### config.mk
export PLATFORM = sky130hd
export DESIGN_NAME = seqno_reorder_window_loss_detector_unit_flat
export DESIGN_NICKNAME = d
export VERILOG_FILES = /design/src/rtl/core/srwld_pkg.sv /design/src/rtl/core/srwld_if.sv /design/src/rtl/core/srwld_ram.sv /design/src/rtl/core/srwld_ctrl.sv /design/src/rtl/core/srwld_dp.sv /design/src/rtl/core/seqno_reorder_window_loss_detector_unit.sv /design/src/flat_wrapper.sv
export SDC_FILE = /design/constraint.sdc
export NUM_CORES = 2
export LEC_CHECK = 0
export BUFFER_PORTS_ARGS = -buffer_cell sky130_fd_sc_hd__buf_2
export CORE_MARGIN = 3
export CORE_UTILIZATION = 50
export DETAILED_ROUTE_END_ITERATION = 10
export PLACE_DENSITY = 0.66
export SETUP_SLACK_MARGIN = 0.05
export SLEW_MARGIN = 0
export SYNTH_ARGS = -nofsm -noshare
export SYNTH_HDL_FRONTEND = slang
export SYNTH_SLANG_ARGS = --single-unit
### constraint.sdc
create_clock -name clk -period 11.2 [get_ports clk]
set_clock_uncertainty 0.2 [all_clocks]
set_input_delay 0.56 -clock clk [delete_from_list [all_inputs] [get_ports clk]]
set_output_delay 0.56 -clock clk [all_outputs]
set_load 0.1 [all_outputs]
### src/rtl/core/srwld_pkg.sv
// ----------------------------------------------------------------------------
// srwld_pkg: shared definitions for the reorder window loss detector
// Widths, reset values, event codes and controller/datapath command and
// status bundles.
// ----------------------------------------------------------------------------
`default_nettype none

package srwld_pkg;

    localparam int MAX_WINDOW_DEF = 64;
    localparam int SEQ_W          = 32;
    localparam int LG_W           = 33;
    localparam int WS_W           = 7;
    localparam logic [WS_W-1:0] WS_RESET = 7'd16;

    typedef enum logic [1:0] {
        EV_NONE    = 2'd0,
        EV_REORDER = 2'd1,
        EV_DUP     = 2'd2,
        EV_LOST    = 2'd3
    } srwld_ev_t;

    typedef struct packed {
        logic load;
        logic root_rd;
        logic root_cap;
        logic up_rd;
        logic up_cmp;
        logic dn_rd;
        logic dn_cmp;
        logic out_load;
    } srwld_cmd_t;

    typedef struct packed {
        logic hdr;
        logic full;
        logic idx_zero;
        logic parent_gt;
        logic c1_ok;
        logic dn_go;
        logic out_free;
    } srwld_stat_t;

endpackage

`default_nettype wire

### src/rtl/core/srwld_if.sv
// ----------------------------------------------------------------------------
// srwld_if: channel interfaces
// Packet request channel, result channel and window size write channel.
// ----------------------------------------------------------------------------
`default_nettype none

interface srwld_in_if
    import srwld_pkg::*;
();
    logic             valid;
    logic             ready;
    logic             header_ok;
    logic [SEQ_W-1:0] seqno;

    modport source (output valid, output header_ok, output seqno, input ready);
    modport sink   (input valid, input header_ok, input seqno, output ready);
endinterface

interface srwld_res_if
    import srwld_pkg::*;
();
    logic                    valid;
    logic                    ready;
    logic [1:0]              event_res;
    logic [SEQ_W-1:0]        released_seqno;
    logic [SEQ_W-1:0]        lost_first;
    logic [SEQ_W-1:0]        lost_last;
    logic signed [LG_W-1:0]  largest_before;
    logic signed [LG_W-1:0]  largest_now;

    modport source (output valid, output event_res, output released_seqno,
                    output lost_first, output lost_last, output largest_before,
                    output largest_now, input ready);
    modport sink   (input valid, input event_res, input released_seqno,
                    input lost_first, input lost_last, input largest_before,
                    input largest_now, output ready);
endinterface

interface srwld_cfg_if
    import srwld_pkg::*;
();
    logic            valid;
    logic            ready;
    logic [WS_W-1:0] data;

    modport source (output valid, output data, input ready);
    modport sink   (input valid, input data, output ready);
endinterface

`default_nettype wire

### src/rtl/core/srwld_ram.sv
// ----------------------------------------------------------------------------
// srwld_ram: generic RAM
// One write port, two read ports, registered read data.
// ----------------------------------------------------------------------------
`default_nettype none

module srwld_ram #(
    parameter  int WIDTH = 32,
    parameter  int DEPTH = 64,
    localparam int AW    = (DEPTH > 1) ? $clog2(DEPTH) : 1
) (
    input  wire logic                 clk,
    input  wire logic                 we,
    input  wire logic [AW-1:0]        waddr,
    input  wire logic [WIDTH-1:0]     wdata,
    input  wire logic [AW-1:0]        raddr_a,
    output logic      [WIDTH-1:0]     rdata_a,
    input  wire logic [AW-1:0]        raddr_b,
    output logic      [WIDTH-1:0]     rdata_b
);
    logic [WIDTH-1:0] mem [DEPTH];

    always_ff @(posedge clk)
    begin
        if (we)
        begin
            mem[waddr] <= wdata;
        end
        rdata_a <= mem[raddr_a];
        rdata_b <= mem[raddr_b];
    end

endmodule

`default_nettype wire

### src/rtl/core/srwld_ctrl.sv
// ----------------------------------------------------------------------------
// srwld_ctrl: sequencing controller
// Steps one request through root read, heap sift-down or sift-up, and result
// hand-off.
// ----------------------------------------------------------------------------
`default_nettype none

module srwld_ctrl
    import srwld_pkg::*;
(
    input  wire logic        clk,
    input  wire logic        rst_n,
    input  wire logic        in_valid,
    output logic             in_ready,
    input  wire srwld_stat_t stat,
    output srwld_cmd_t       cmd
);
    typedef enum logic [7:0] {
        S_IDLE     = 8'b0000_0001,
        S_ROOT_RD  = 8'b0000_0010,
        S_ROOT_CMP = 8'b0000_0100,
        S_DN_RD    = 8'b0000_1000,
        S_DN_CMP   = 8'b0001_0000,
        S_UP_RD    = 8'b0010_0000,
        S_UP_CMP   = 8'b0100_0000,
        S_DONE     = 8'b1000_0000
    } srwld_state_t;

    srwld_state_t state_reg;
    srwld_state_t state_next;

    always_ff @(posedge clk or negedge rst_n)
    begin
        if (!rst_n)
        begin
            state_reg <= S_IDLE;
        end
        else
        begin
            state_reg <= state_next;
        end
    end

    always_comb
    begin
        state_next = state_reg;
        cmd        = '0;
        in_ready   = 1'b0;
        unique case (state_reg)
            S_IDLE:
            begin
                in_ready = 1'b1;
                cmd.load = in_valid;
                if (in_valid)
                begin
                    priority if (!stat.hdr)
                        state_next = S_DONE;
                    else if (stat.full)
                        state_next = S_ROOT_RD;
                    else
                        state_next = S_UP_RD;
                end
            end
            S_ROOT_RD:
            begin
                cmd.root_rd = 1'b1;
                state_next  = S_ROOT_CMP;
            end
            S_ROOT_CMP:
            begin
                cmd.root_cap = 1'b1;
                state_next   = S_DN_RD;
            end
            S_DN_RD:
            begin
                cmd.dn_rd  = 1'b1;
                state_next = stat.c1_ok ? S_DN_CMP : S_DONE;
            end
            S_DN_CMP:
            begin
                cmd.dn_cmp = 1'b1;
                state_next = stat.dn_go ? S_DN_RD : S_DONE;
            end
            S_UP_RD:
            begin
                cmd.up_rd  = 1'b1;
                state_next = stat.idx_zero ? S_DONE : S_UP_CMP;
            end
            S_UP_CMP:
            begin
                cmd.up_cmp = 1'b1;
                state_next = stat.parent_gt ? S_UP_RD : S_DONE;
            end
            S_DONE:
            begin
                cmd.out_load = stat.out_free;
                if (stat.out_free)
                begin
                    state_next = S_IDLE;
                end
            end
            default:
            begin
                state_next = S_IDLE;
            end
        endcase
    end

endmodule

`default_nettype wire

### src/rtl/core/srwld_dp.sv
// ----------------------------------------------------------------------------
// srwld_dp: window datapath
// Min-heap in RAM, release classification, window size register and result
// output register.
// ----------------------------------------------------------------------------
`default_nettype none

module srwld_dp
    import srwld_pkg::*;
#(
    parameter int MAX_WINDOW = MAX_WINDOW_DEF
) (
    input  wire logic             clk,
    input  wire logic             rst_n,
    input  wire srwld_cmd_t       cmd,
    output srwld_stat_t           stat,
    input  wire logic             hdr_in,
    input  wire logic [SEQ_W-1:0] seqno_in,
    srwld_cfg_if.sink             cfg,
    srwld_res_if.source           res
);
    localparam int AW = (MAX_WINDOW > 1) ? $clog2(MAX_WINDOW) : 1;
    localparam int CW = $clog2(MAX_WINDOW + 1);
    localparam int EW = (CW > WS_W) ? CW : WS_W;
    localparam int XW = AW + 2;

    logic [WS_W-1:0]        ws_reg;
    logic [CW-1:0]          cnt_reg;
    logic [SEQ_W-1:0]       lg_reg;
    logic                   any_reg;
    logic [SEQ_W-1:0]       key_reg;
    logic [AW-1:0]          idx_reg;
    srwld_ev_t              ev_reg;
    logic [SEQ_W-1:0]       rel_reg;
    logic [SEQ_W-1:0]       lf_reg;
    logic [SEQ_W-1:0]       ll_reg;
    logic [LG_W-1:0]        lb_reg;

    logic                   out_vld_reg;
    srwld_ev_t              out_ev_reg;
    logic [SEQ_W-1:0]       out_rel_reg;
    logic [SEQ_W-1:0]       out_lf_reg;
    logic [SEQ_W-1:0]       out_ll_reg;
    logic [LG_W-1:0]        out_lb_reg;
    logic [LG_W-1:0]        out_ln_reg;

    logic [EW-1:0]          ws_x;
    logic [EW-1:0]          eff;
    logic [XW-1:0]          cnt_x;
    logic [XW-1:0]          c1;
    logic [XW-1:0]          c2;
    logic                   c1_ok;
    logic                   c2_ok;
    logic                   b_sel;
    logic [SEQ_W-1:0]       small_v;
    logic [AW-1:0]          small_idx;
    logic [AW-1:0]          parent;
    logic [LG_W-1:0]        lg_prior;
    logic [LG_W-1:0]        now_lg;
    logic                   out_free;

    logic                   we;
    logic [AW-1:0]          waddr;
    logic [SEQ_W-1:0]       wdata;
    logic [AW-1:0]          raddr_a;
    logic [AW-1:0]          raddr_b;
    logic [SEQ_W-1:0]       rdata_a;
    logic [SEQ_W-1:0]       rdata_b;

    srwld_ev_t              rl_ev;
    logic [SEQ_W-1:0]       rl_lf;
    logic [SEQ_W-1:0]       rl_ll;
    logic                   rl_raise;

    srwld_ram #(
        .WIDTH (SEQ_W),
        .DEPTH (MAX_WINDOW)
    ) u_ram (
        .clk     (clk),
        .we      (we),
        .waddr   (waddr),
        .wdata   (wdata),
        .raddr_a (raddr_a),
        .rdata_a (rdata_a),
        .raddr_b (raddr_b),
        .rdata_b (rdata_b)
    );

    always_comb
    begin
        ws_x      = EW'(ws_reg);
        eff       = (ws_x == '0) ? EW'(1)
                  : ((ws_x > EW'(MAX_WINDOW)) ? EW'(MAX_WINDOW) : ws_x);
        cnt_x     = XW'(cnt_reg);
        c1        = XW'({idx_reg, 1'b0}) + XW'(1);
        c2        = XW'({idx_reg, 1'b0}) + XW'(2);
        c1_ok     = c1 < cnt_x;
        c2_ok     = c2 < cnt_x;
        b_sel     = c2_ok && (rdata_b < rdata_a);
        small_v   = b_sel ? rdata_b : rdata_a;
        small_idx = b_sel ? c2[AW-1:0] : c1[AW-1:0];
        parent    = AW'((idx_reg - AW'(1)) >> 1);
        lg_prior  = any_reg ? {1'b0, lg_reg} : '1;
        now_lg    = any_reg ? {1'b0, lg_reg} : '1;
        out_free  = !out_vld_reg || res.ready;

        stat.hdr       = hdr_in;
        stat.full      = (EW'(cnt_reg) >= eff) && (cnt_reg != '0);
        stat.idx_zero  = (idx_reg == '0);
        stat.parent_gt = rdata_a > key_reg;
        stat.c1_ok     = c1_ok;
        stat.dn_go     = small_v < key_reg;
        stat.out_free  = out_free;
    end

    // classify the released entry against the largest released so far
    always_comb
    begin
        rl_ev    = EV_NONE;
        rl_lf    = '0;
        rl_ll    = '0;
        rl_raise = 1'b0;
        if (!any_reg)
        begin
            rl_raise = 1'b1;
            if (rdata_a != '0)
            begin
                rl_ev = EV_LOST;
                rl_ll = rdata_a - SEQ_W'(1);
            end
        end
        else
        begin
            priority if (rdata_a < lg_reg)
                rl_ev = EV_REORDER;
            else if (rdata_a == lg_reg)
                rl_ev = EV_DUP;
            else
            begin
                rl_raise = 1'b1;
                if ((rdata_a - lg_reg) != SEQ_W'(1))
                begin
                    rl_ev = EV_LOST;
                    rl_lf = lg_reg + SEQ_W'(1);
                    rl_ll = rdata_a - SEQ_W'(1);
                end
            end
        end
    end

    always_comb
    begin
        raddr_a = c1[AW-1:0];
        raddr_b = c2[AW-1:0];
        if (cmd.root_rd)
            raddr_a = '0;
        else if (cmd.up_rd)
            raddr_a = parent;

        we    = 1'b0;
        waddr = idx_reg;
        wdata = key_reg;
        if (cmd.up_rd && stat.idx_zero)
        begin
            we = 1'b1;
        end
        if (cmd.up_cmp)
        begin
            we    = 1'b1;
            wdata = stat.parent_gt ? rdata_a : key_reg;
        end
        if (cmd.dn_rd && !c1_ok)
        begin
            we = 1'b1;
        end
        if (cmd.dn_cmp)
        begin
            we    = 1'b1;
            wdata = stat.dn_go ? small_v : key_reg;
        end
    end

    always_ff @(posedge clk or negedge rst_n)
    begin
        if (!rst_n)
        begin
            ws_reg      <= WS_RESET;
            cnt_reg     <= '0;
            lg_reg      <= '0;
            any_reg     <= 1'b0;
            out_vld_reg <= 1'b0;
        end
        else
        begin
            if (cfg.valid)
            begin
                ws_reg <= cfg.data;
            end
            if (cmd.load && hdr_in && !stat.full)
            begin
                cnt_reg <= cnt_reg + CW'(1);
            end
            if (cmd.root_cap && rl_raise)
            begin
                lg_reg  <= rdata_a;
                any_reg <= 1'b1;
            end
            if (cmd.out_load)
            begin
                out_vld_reg <= 1'b1;
            end
            else if (res.ready)
            begin
                out_vld_reg <= 1'b0;
            end
        end
    end

    always_ff @(posedge clk)
    begin
        if (cmd.load)
        begin
            key_reg <= seqno_in;
            lb_reg  <= lg_prior;
            ev_reg  <= EV_NONE;
            rel_reg <= '0;
            lf_reg  <= '0;
            ll_reg  <= '0;
            idx_reg <= AW'(cnt_reg);
        end
        if (cmd.root_cap)
        begin
            ev_reg  <= rl_ev;
            rel_reg <= rdata_a;
            lf_reg  <= rl_lf;
            ll_reg  <= rl_ll;
            idx_reg <= '0;
        end
        if (cmd.up_cmp && stat.parent_gt)
        begin
            idx_reg <= parent;
        end
        if (cmd.dn_cmp && stat.dn_go)
        begin
            idx_reg <= small_idx;
        end
        if (cmd.out_load)
        begin
            out_ev_reg  <= ev_reg;
            out_rel_reg <= rel_reg;
            out_lf_reg  <= lf_reg;
            out_ll_reg  <= ll_reg;
            out_lb_reg  <= lb_reg;
            out_ln_reg  <= now_lg;
        end
    end

    assign cfg.ready          = 1'b1;
    assign res.valid          = out_vld_reg;
    assign res.event_res      = out_ev_reg;
    assign res.released_seqno = out_rel_reg;
    assign res.lost_first     = out_lf_reg;
    assign res.lost_last      = out_ll_reg;
    assign res.largest_before = out_lb_reg;
    assign res.largest_now    = out_ln_reg;

endmodule

`default_nettype wire

### src/rtl/core/seqno_reorder_window_loss_detector_unit.sv
// ----------------------------------------------------------------------------
// seqno_reorder_window_loss_detector_unit: reorder window and loss detector
// Holds received sequence numbers in a min-heap window and reports large
// reorders, duplicates and lost ranges as the smallest entry is released.
// ----------------------------------------------------------------------------
// One packet request is taken at a time. A request with an invalid header
// goes straight to result hand-off. A request that only inserts sifts up
// through UP_RD and UP_CMP for each heap level climbed; a request that
// releases the smallest entry reads the root in ROOT_RD and ROOT_CMP, then
// sifts down through DN_RD and DN_CMP for each heap level descended.
// The heap sift walks each level with a read state and a compare state on
// the one-write, two-read window RAM. The result sits in an output register,
// so the next request is accepted while the last result waits. The window
// size register is to be written only while the unit is idle; the block
// itself does not enforce it. A value of 0 acts as 1 and a value above
// MAX_WINDOW acts as MAX_WINDOW.
`default_nettype none

module seqno_reorder_window_loss_detector_unit
    import srwld_pkg::*;
#(
    parameter int MAX_WINDOW = MAX_WINDOW_DEF
) (
    input  wire logic   clk,
    input  wire logic   rst_n,
    srwld_cfg_if.sink   cfg,
    srwld_in_if.sink    pkt,
    srwld_res_if.source evt
);
    srwld_cmd_t  cmd;
    srwld_stat_t stat;

    srwld_ctrl u_ctrl (
        .clk      (clk),
        .rst_n    (rst_n),
        .in_valid (pkt.valid),
        .in_ready (pkt.ready),
        .stat     (stat),
        .cmd      (cmd)
    );

    srwld_dp #(
        .MAX_WINDOW (MAX_WINDOW)
    ) u_dp (
        .clk      (clk),
        .rst_n    (rst_n),
        .cmd      (cmd),
        .stat     (stat),
        .hdr_in   (pkt.header_ok),
        .seqno_in (pkt.seqno),
        .cfg      (cfg),
        .res      (evt)
    );

endmodule

`default_nettype wire

### src/flat_wrapper.sv
// flat-port wrapper written by rule: the top's interface ports become plain ports
module seqno_reorder_window_loss_detector_unit_flat import srwld_pkg::*;
#(
    parameter int MAX_WINDOW = MAX_WINDOW_DEF
)
  (clk, rst_n, cfg_valid, cfg_data, cfg_ready, pkt_valid, pkt_header_ok, pkt_seqno, pkt_ready, evt_valid, evt_event_res, evt_released_seqno, evt_lost_first, evt_lost_last, evt_largest_before, evt_largest_now, evt_ready);
  srwld_cfg_if cfg_i ();
  srwld_in_if pkt_i ();
  srwld_res_if evt_i ();
  input  wire logic clk;
  input  wire logic rst_n;
  input wire logic [$bits(cfg_i.valid)-1:0] cfg_valid;
  input wire logic [$bits(cfg_i.data)-1:0] cfg_data;
  output wire logic [$bits(cfg_i.ready)-1:0] cfg_ready;
  input wire logic [$bits(pkt_i.valid)-1:0] pkt_valid;
  input wire logic [$bits(pkt_i.header_ok)-1:0] pkt_header_ok;
  input wire logic [$bits(pkt_i.seqno)-1:0] pkt_seqno;
  output wire logic [$bits(pkt_i.ready)-1:0] pkt_ready;
  output wire logic [$bits(evt_i.valid)-1:0] evt_valid;
  output wire logic [$bits(evt_i.event_res)-1:0] evt_event_res;
  output wire logic [$bits(evt_i.released_seqno)-1:0] evt_released_seqno;
  output wire logic [$bits(evt_i.lost_first)-1:0] evt_lost_first;
  output wire logic [$bits(evt_i.lost_last)-1:0] evt_lost_last;
  output wire logic [$bits(evt_i.largest_before)-1:0] evt_largest_before;
  output wire logic [$bits(evt_i.largest_now)-1:0] evt_largest_now;
  input wire logic [$bits(evt_i.ready)-1:0] evt_ready;
  assign cfg_i.valid = cfg_valid;
  assign cfg_i.data = cfg_data;
  assign cfg_ready = cfg_i.ready;
  assign pkt_i.valid = pkt_valid;
  assign pkt_i.header_ok = pkt_header_ok;
  assign pkt_i.seqno = pkt_seqno;
  assign pkt_ready = pkt_i.ready;
  assign evt_valid = evt_i.valid;
  assign evt_event_res = evt_i.event_res;
  assign evt_released_seqno = evt_i.released_seqno;
  assign evt_lost_first = evt_i.lost_first;
  assign evt_lost_last = evt_i.lost_last;
  assign evt_largest_before = evt_i.largest_before;
  assign evt_largest_now = evt_i.largest_now;
  assign evt_i.ready = evt_ready;
  seqno_reorder_window_loss_detector_unit #(.MAX_WINDOW(MAX_WINDOW)) u_core (.clk(clk), .rst_n(rst_n), .cfg(cfg_i), .pkt(pkt_i), .evt(evt_i));
endmodule
# After elaboration in Yosys (flattened, before gate mapping)
# Memories as Yosys holds them, arrays and structs flattened. A register that Yosys moved wholly into a read port is not among the register bits.
# Cells that the tools add are included.
[totals]
register_bits = 389
ram_bits = 2048
input_bits = 45
out_inout_bits = 167
elab_cells = 132
memories = 1
[classes]
addsub = 7
n_lt_le_gt_ge = 8
eq_ne = 12
n_mux = 64
n_reduce_logical = 21
[mem_list]
columns = ["memory", "depth", "width", "rd", "rd_clocked_by_memory_dff", "write_ports", "line_no", "text"]
rows = [
  ["u_core.u_dp.u_ram.mem", 64, 32, 2, 2, 1, "srwld_ram.sv:21", "logic [WIDTH-1:0] mem [DEPTH];"],
]
[ops]
columns = ["operator", "n"]
rows = [
  ["32-bit 2-to-1 mux", 18],
  ["32-bit less-than comparator", 3],
  ["8-bit case mux with 8 select lines", 1],
  ["8-bit 2-to-1 mux", 7],
  ["6-bit 2-to-1 mux", 8],
  ["33-bit 2-to-1 mux", 1],
  ["32-bit by 1-bit adder with 32-bit output, second input constant", 1],
  ["32-bit equality test", 1],
  ["32-bit greater-than comparator", 1],
  ["32-bit by 1-bit != test with 1-bit output, second input constant", 1],
  ["32-bit nonzero test", 1],
  ["32-bit by 1-bit subtractor with 32-bit output, second input constant", 1],
  ["32-bit subtractor", 1],
  ["1-bit 2-to-1 mux", 20],
  ["8-bit by 7-bit less-than comparator with 1-bit output", 2],
  ["2-bit 2-to-1 mux", 7],
  ["7-bit 2-to-1 mux", 2],
  ["1-bit logical AND", 9],
  ["7-bit by 1-bit adder with 8-bit output, second input constant", 1],
  ["7-bit by 2-bit adder with 8-bit output, second input constant", 1],
  ["8-bit by 1-bit equality test with 1-bit output, second input constant", 1],
  ["8-bit by 2-bit equality test with 1-bit output, second input constant", 1],
  ["8-bit by 3-bit equality test with 1-bit output, second input constant", 1],
  ["8-bit by 4-bit equality test with 1-bit output, second input constant", 1],
  ["17 further kinds", 21],
]

# Depth between registers and ports, before layout
[logic_depth]
ltp_word = 9
mapped_depth = 28
ltp_nobuf = 23

# Cells and area by module
# Synthesis repeated with hierarchy kept, for this count alone.
[hier_totals]
cells_unflattened = 6355
hier_area_um2 = 117624.1
[modules_own_cells]
columns = ["module", "n_inst", "cells_per_inst", "area_per_inst_um2"]
rows = [
  ["srwld_ram", 1, 4412, 95660.5],
  ["srwld_dp", 1, 1882, 21379.3],
  ["srwld_ctrl", 1, 61, 584.3],
]

# Least setup slack after synthesis
# Ideal clock, no wire load.
[synth_timing]
path_kind = "reg2reg"
start = "reg u_core.u_dp.out_vld_reg (netlist: u_core.u_dp.res.valid)"
end = "reg u_core.u_dp.out_ev_reg[0] (netlist: u_core.u_dp.res.event_res[0]) (enable)"
t_arrival_ns = 8.190
required_time_ns = 10.292
path_slack_ns = 2.102
stages_incl_launch_ff = 3
n_path_buf = 0
synth_period_minus_slack_ns = 9.098
path_cell_list = "dfrtp_1 > nand2b_1 > nor2b_1"
[synth_rtl]
columns = ["item", "line_no", "text"]
rows = [
  ["from (decl)", "srwld_dp.sv:39", "logic out_vld_reg;"],
  ["from (signal assigned)", "srwld_dp.sv:191", "out_vld_reg <= 1'b0;"],
  ["from (signal assigned)", "srwld_dp.sv:210", "out_vld_reg <= 1'b1;"],
  ["from (signal assigned)", "srwld_dp.sv:214", "out_vld_reg <= 1'b0;"],
  ["to (signal assigned)", "srwld_dp.sv:249", "out_ev_reg <= ev_reg;"],
  ["to (decl)", "srwld_dp.sv:40", "srwld_ev_t out_ev_reg;"],
]

# Worst setup path after layout
[layout_timing]
start = "reg u_core.u_dp.idx_reg[0]"
end = "mem u_core.u_dp.u_ram.mem[60][22], data pin"
[layout_between]
elab_chain_len = 7
[layout_rtl]
columns = ["item", "line_no", "text"]
rows = [
  ["from (decl)", "srwld_dp.sv:32", "logic [AW-1:0] idx_reg;"],
  ["from (signal assigned)", "srwld_dp.sv:229", "idx_reg <= AW'(cnt_reg);"],
  ["from (signal assigned)", "srwld_dp.sv:241", "idx_reg <= parent;"],
  ["from (signal assigned)", "srwld_dp.sv:245", "idx_reg <= small_idx;"],
  ["7-bit by 2-bit adder with 8-bit output *", "srwld_dp.sv:96", "c2 = XW'({idx_reg, 1'b0}) + XW'(2);"],
  ["8-bit by 7-bit less-than comparator with 1-bit output *", "srwld_dp.sv:98", "c2_ok = c2 < cnt_x;"],
  ["1-bit logical AND *", "srwld_dp.sv:99", "b_sel = c2_ok && (rdata_b < rdata_a);"],
  ["32-bit 2-to-1 mux *", "srwld_dp.sv:100", "small_v = b_sel ? rdata_b : rdata_a;"],
  ["32-bit less-than comparator", "srwld_dp.sv:112", "stat.dn_go = small_v < key_reg;"],
  ["32-bit 2-to-1 mux *", "srwld_dp.sv:179", "wdata = stat.dn_go ? small_v : key_reg;"],
  ["32-bit 2-to-1 mux *", "srwld_dp.sv:176", "if (cmd.dn_cmp)"],
  ["via u_core.u_dp.u_ram.wdata[22]", "srwld_ram.sv:15", "input wire logic [WIDTH-1:0] wdata,"],
  ["to (decl)", "srwld_ram.sv:21", ""],
]
# Mark *: on every way through the listed nets, which the timed path passes. The rest lies on a longest branch.

==> impl_metrics.yaml <==
drt:
  antenna_left: 0
  wire_per_inst_um: 32.9
  num_vias: 62900
  viasPerCell: 6.52
  drt_iter0_markers: 8603
  met1_length_mm: 122
  wl_met3_mm: 35.5
  wl_mm: 318
  drtPass1Iterations: 6
  dr.max_layer_used: "met5"
  wl_met2_mm: 151
  drc: 0
floorplan:
  placementRows: 170
  die-area_um2: 223000
  dieHeight_um: 472
  io_pins: 212
  start_util_pct: 50.5
  core_area_um2: 215000
  die_width_um: 472
grt:
  grt.total_usage_pct: 28.5
  grt_overflow: 0
  grt_max_degree: 122
  grt_pass1_vias: 62600
  antenna_found_initial: 16
  grt_pass1_wl_mm: 455
sta:
  tns_ns: 0
  timing.final.crit_share_pct: 82.7
  timing_hold_violations_final: 0
  setup_violations: 0
  fin_crit_ns: 9.26
  tightest_slew_ns: 1.29
  fmax_ghz: 0.108
  slew_violations: 0
  rsz0062_at_grt: "false"
  slew_headroom_pct: 13.9
synth:
  yosys_warnings: 0
  synth_top_cell_by_area: "edfxtp_1"
  ys_ff_latch: 2501
  syn_avg_cell_area_um2: 17.1
  synth_edf_count: 2381
  syn_area_um2: 109000
  seq_area_frac_synth_pct: 68.3
  synth_area_leaders: "edfxtp_1 (66%), mux4_2 (16%), nand2_1 (3.1%), mux2i_1 (1.8%), ha_1 (1.7%)"
  synthDistinctLibCells: 91
  syn_inst: 6342
  synth_nets: 6539
  async_flop_share_pct: 2.24
  ys.flop_type: "edfxtp_1"
  synthDominantCellAreaShare_pct: 65.8
power:
  p_per_area_nw_per_um2: 263
  p_sw_w: 0.0120
  p_seq_share_pct: 36.5
  p_comb_share_pct: 37.6
  sw_frac_of_total_pct: 37.4
  ir_drop_uv: 366
  leakage_nw: 41.1
  p_int_w: 0.0201
  p_clk_share_pct: 25.9
  power_w: 0.0321
hold_path:
  hold_depth: 2
  min_to: "u_core.u_dp.key_reg[4]"
  hp-start: "pkt_seqno[4]"
  hp-class: "in -> reg"
setup_path:
  cp.required_ns: 11.31
  crit_start: "u_core.u_dp.idx_reg[0]"
  r2r-start: "u_core.u_dp.idx_reg[0]"
  critical_path.max_fanout: 87
  cp-end-kind: "flop"
  ff2ff_path_depth: 25
  start_kind: "flop"
  critPathMaxStageDelay_ns: 0.93
  critPathTopFamily: "compound AO/OA/AOI/OAI gates"
  cp_slowest_cell: "ha_4"
  ff2ff_setup_slack_ns: 1.94
  worstPathArrival_ns: 9.37
  cp_num_buf_inv: 5
  r2r_end: "u_core.u_dp.u_ram.mem[60][22]"
  critPathKind: "reg -> reg"
finish:
  layout_commonest_cell: "edfxtp_1"
  syn_to_final_growth_pct: 12.5
  drive_above_1_share_pct: 23.9
  largest_reg_flops: 2048
  layout_common_cells: "edfxtp_1 (2381), nand2_1 (876), mux4_2 (768), nand3_1 (271), clkbuf_16 (241)"
  fin_nets: 6808
  regMostFlops: "u_core.u_dp.u_ram.mem"
clock_network:
  cts_resized: 0
  numCtsBuffers: 238
  clk_latency_ns: 0.89
  htreeDepth: 4
  cts_buffer_depth: 3
  post_cts_buffers: 0
  cts-root-buf: "clkbuf_16"
  cts_hold_buf: 51
  cts_sinks: 2501
  cts_tree: "yes"
  cts.clk_slew.worst_paths_ns: 0.07
run:
  maxCapViolations: 0
run_status:
  status: "finished, final reports clean"
placed_design:
  gp_congestion: 0.924
  port_buffers: 210
  hpwl_mm: 184
worst max-delay path by stage:
stage	to	slack, ns	depth (start not counted)
2_1_floorplan	u_core.u_dp.res.event_res[0]	2.10	2
3_3_place_gp	u_core.u_dp.u_ram.mem[54][4]	2.04	25
3_5_place_dp	u_core.u_dp.u_ram.mem[55][4]	1.95	25
4_1_cts	u_core.u_dp.u_ram.mem[50][4]	1.94	25
5_1_grt	u_core.u_dp.u_ram.mem[45][4]	1.30	25
6_report	u_core.u_dp.u_ram.mem[60][22]	1.94	25
cell usage after synthesis, types with 79 or more instances:
master    count
mux2i_1     198
mux4_2      768
buf_1        87
xnor2_1      79
ha_1        151
buf_2       102
nand2_1     907
clkbuf_1    165
inv_1       119
nor2_1      258
edfxtp_1   2381
o21ai_0     181
nand3_1     271
cell families (layout without fill, tap and decap cells):
group / Yosys count / after routing / synth area share, %
AO/OA/AOI/OAI: 486 / 486 / 2.95
XOR/XNOR: 89 / 89 / 0.718
adder cells (fa/ha/maj): 152 / 152 / 1.76
buffers and inverters: 486 / 962 / 1.83
flip-flops: 2501 / 2501 / 68.3
multiplexers: 975 / 975 / 17.8
other: 1 / 5 / 0.00345
AND/OR/NAND/NOR: 1652 / 1652 / 6.60
power by group through the flow:
stage          clock, W  combinational (W)  sequential [W]
2_1_floorplan         0            0.00738          0.0120
3_3_place_gp          0             0.0118          0.0119
3_5_place_dp          0             0.0118          0.0119
4_1_cts         0.00840             0.0119          0.0117
5_1_grt         0.00880             0.0128          0.0117
6_report        0.00832             0.0121          0.0117
metrics by stage:
stage / area, µm² / cells / setup WS (ns) / hold slack (ns) / util [%]
floorplan: 109000 / 6342 / 2.10 / 0.0644 / -
global placement: 114000 / 9158 / 2.04 / 0.201 / 52.8
detailed placement: 114000 / 9158 / 1.95 / 0.205 / 52.8
CTS: 122000 / 9656 / 1.94 / 0.149 / 56.7
global route: 122000 / 9657 / 1.30 / 0.181 / 56.7
finish: 122000 / 9660 / 1.94 / 0.209 / 56.7
routing by layer:
metal | up-vias | global-route usage [%]
met1 | 32700 | 39.7
li1 | 25800 | -
met5 | - | 0.519
met3 | 535 | 6.88
met2 | 3895 | 45.2
met4 | 8 | 8.08
area by class of cell:
type,count,area [µm²]
antenna,4,10.0
clock inverter,167,1840
timing repair buffer,394,2740
sequential,2501,74200
clock buffer,280,6210
multi-input combinational,3355,33200
fill,16200,93100
tap,2838,3550
inverter,121,460
Note: power is estimated with default switching activity, not from simulation.
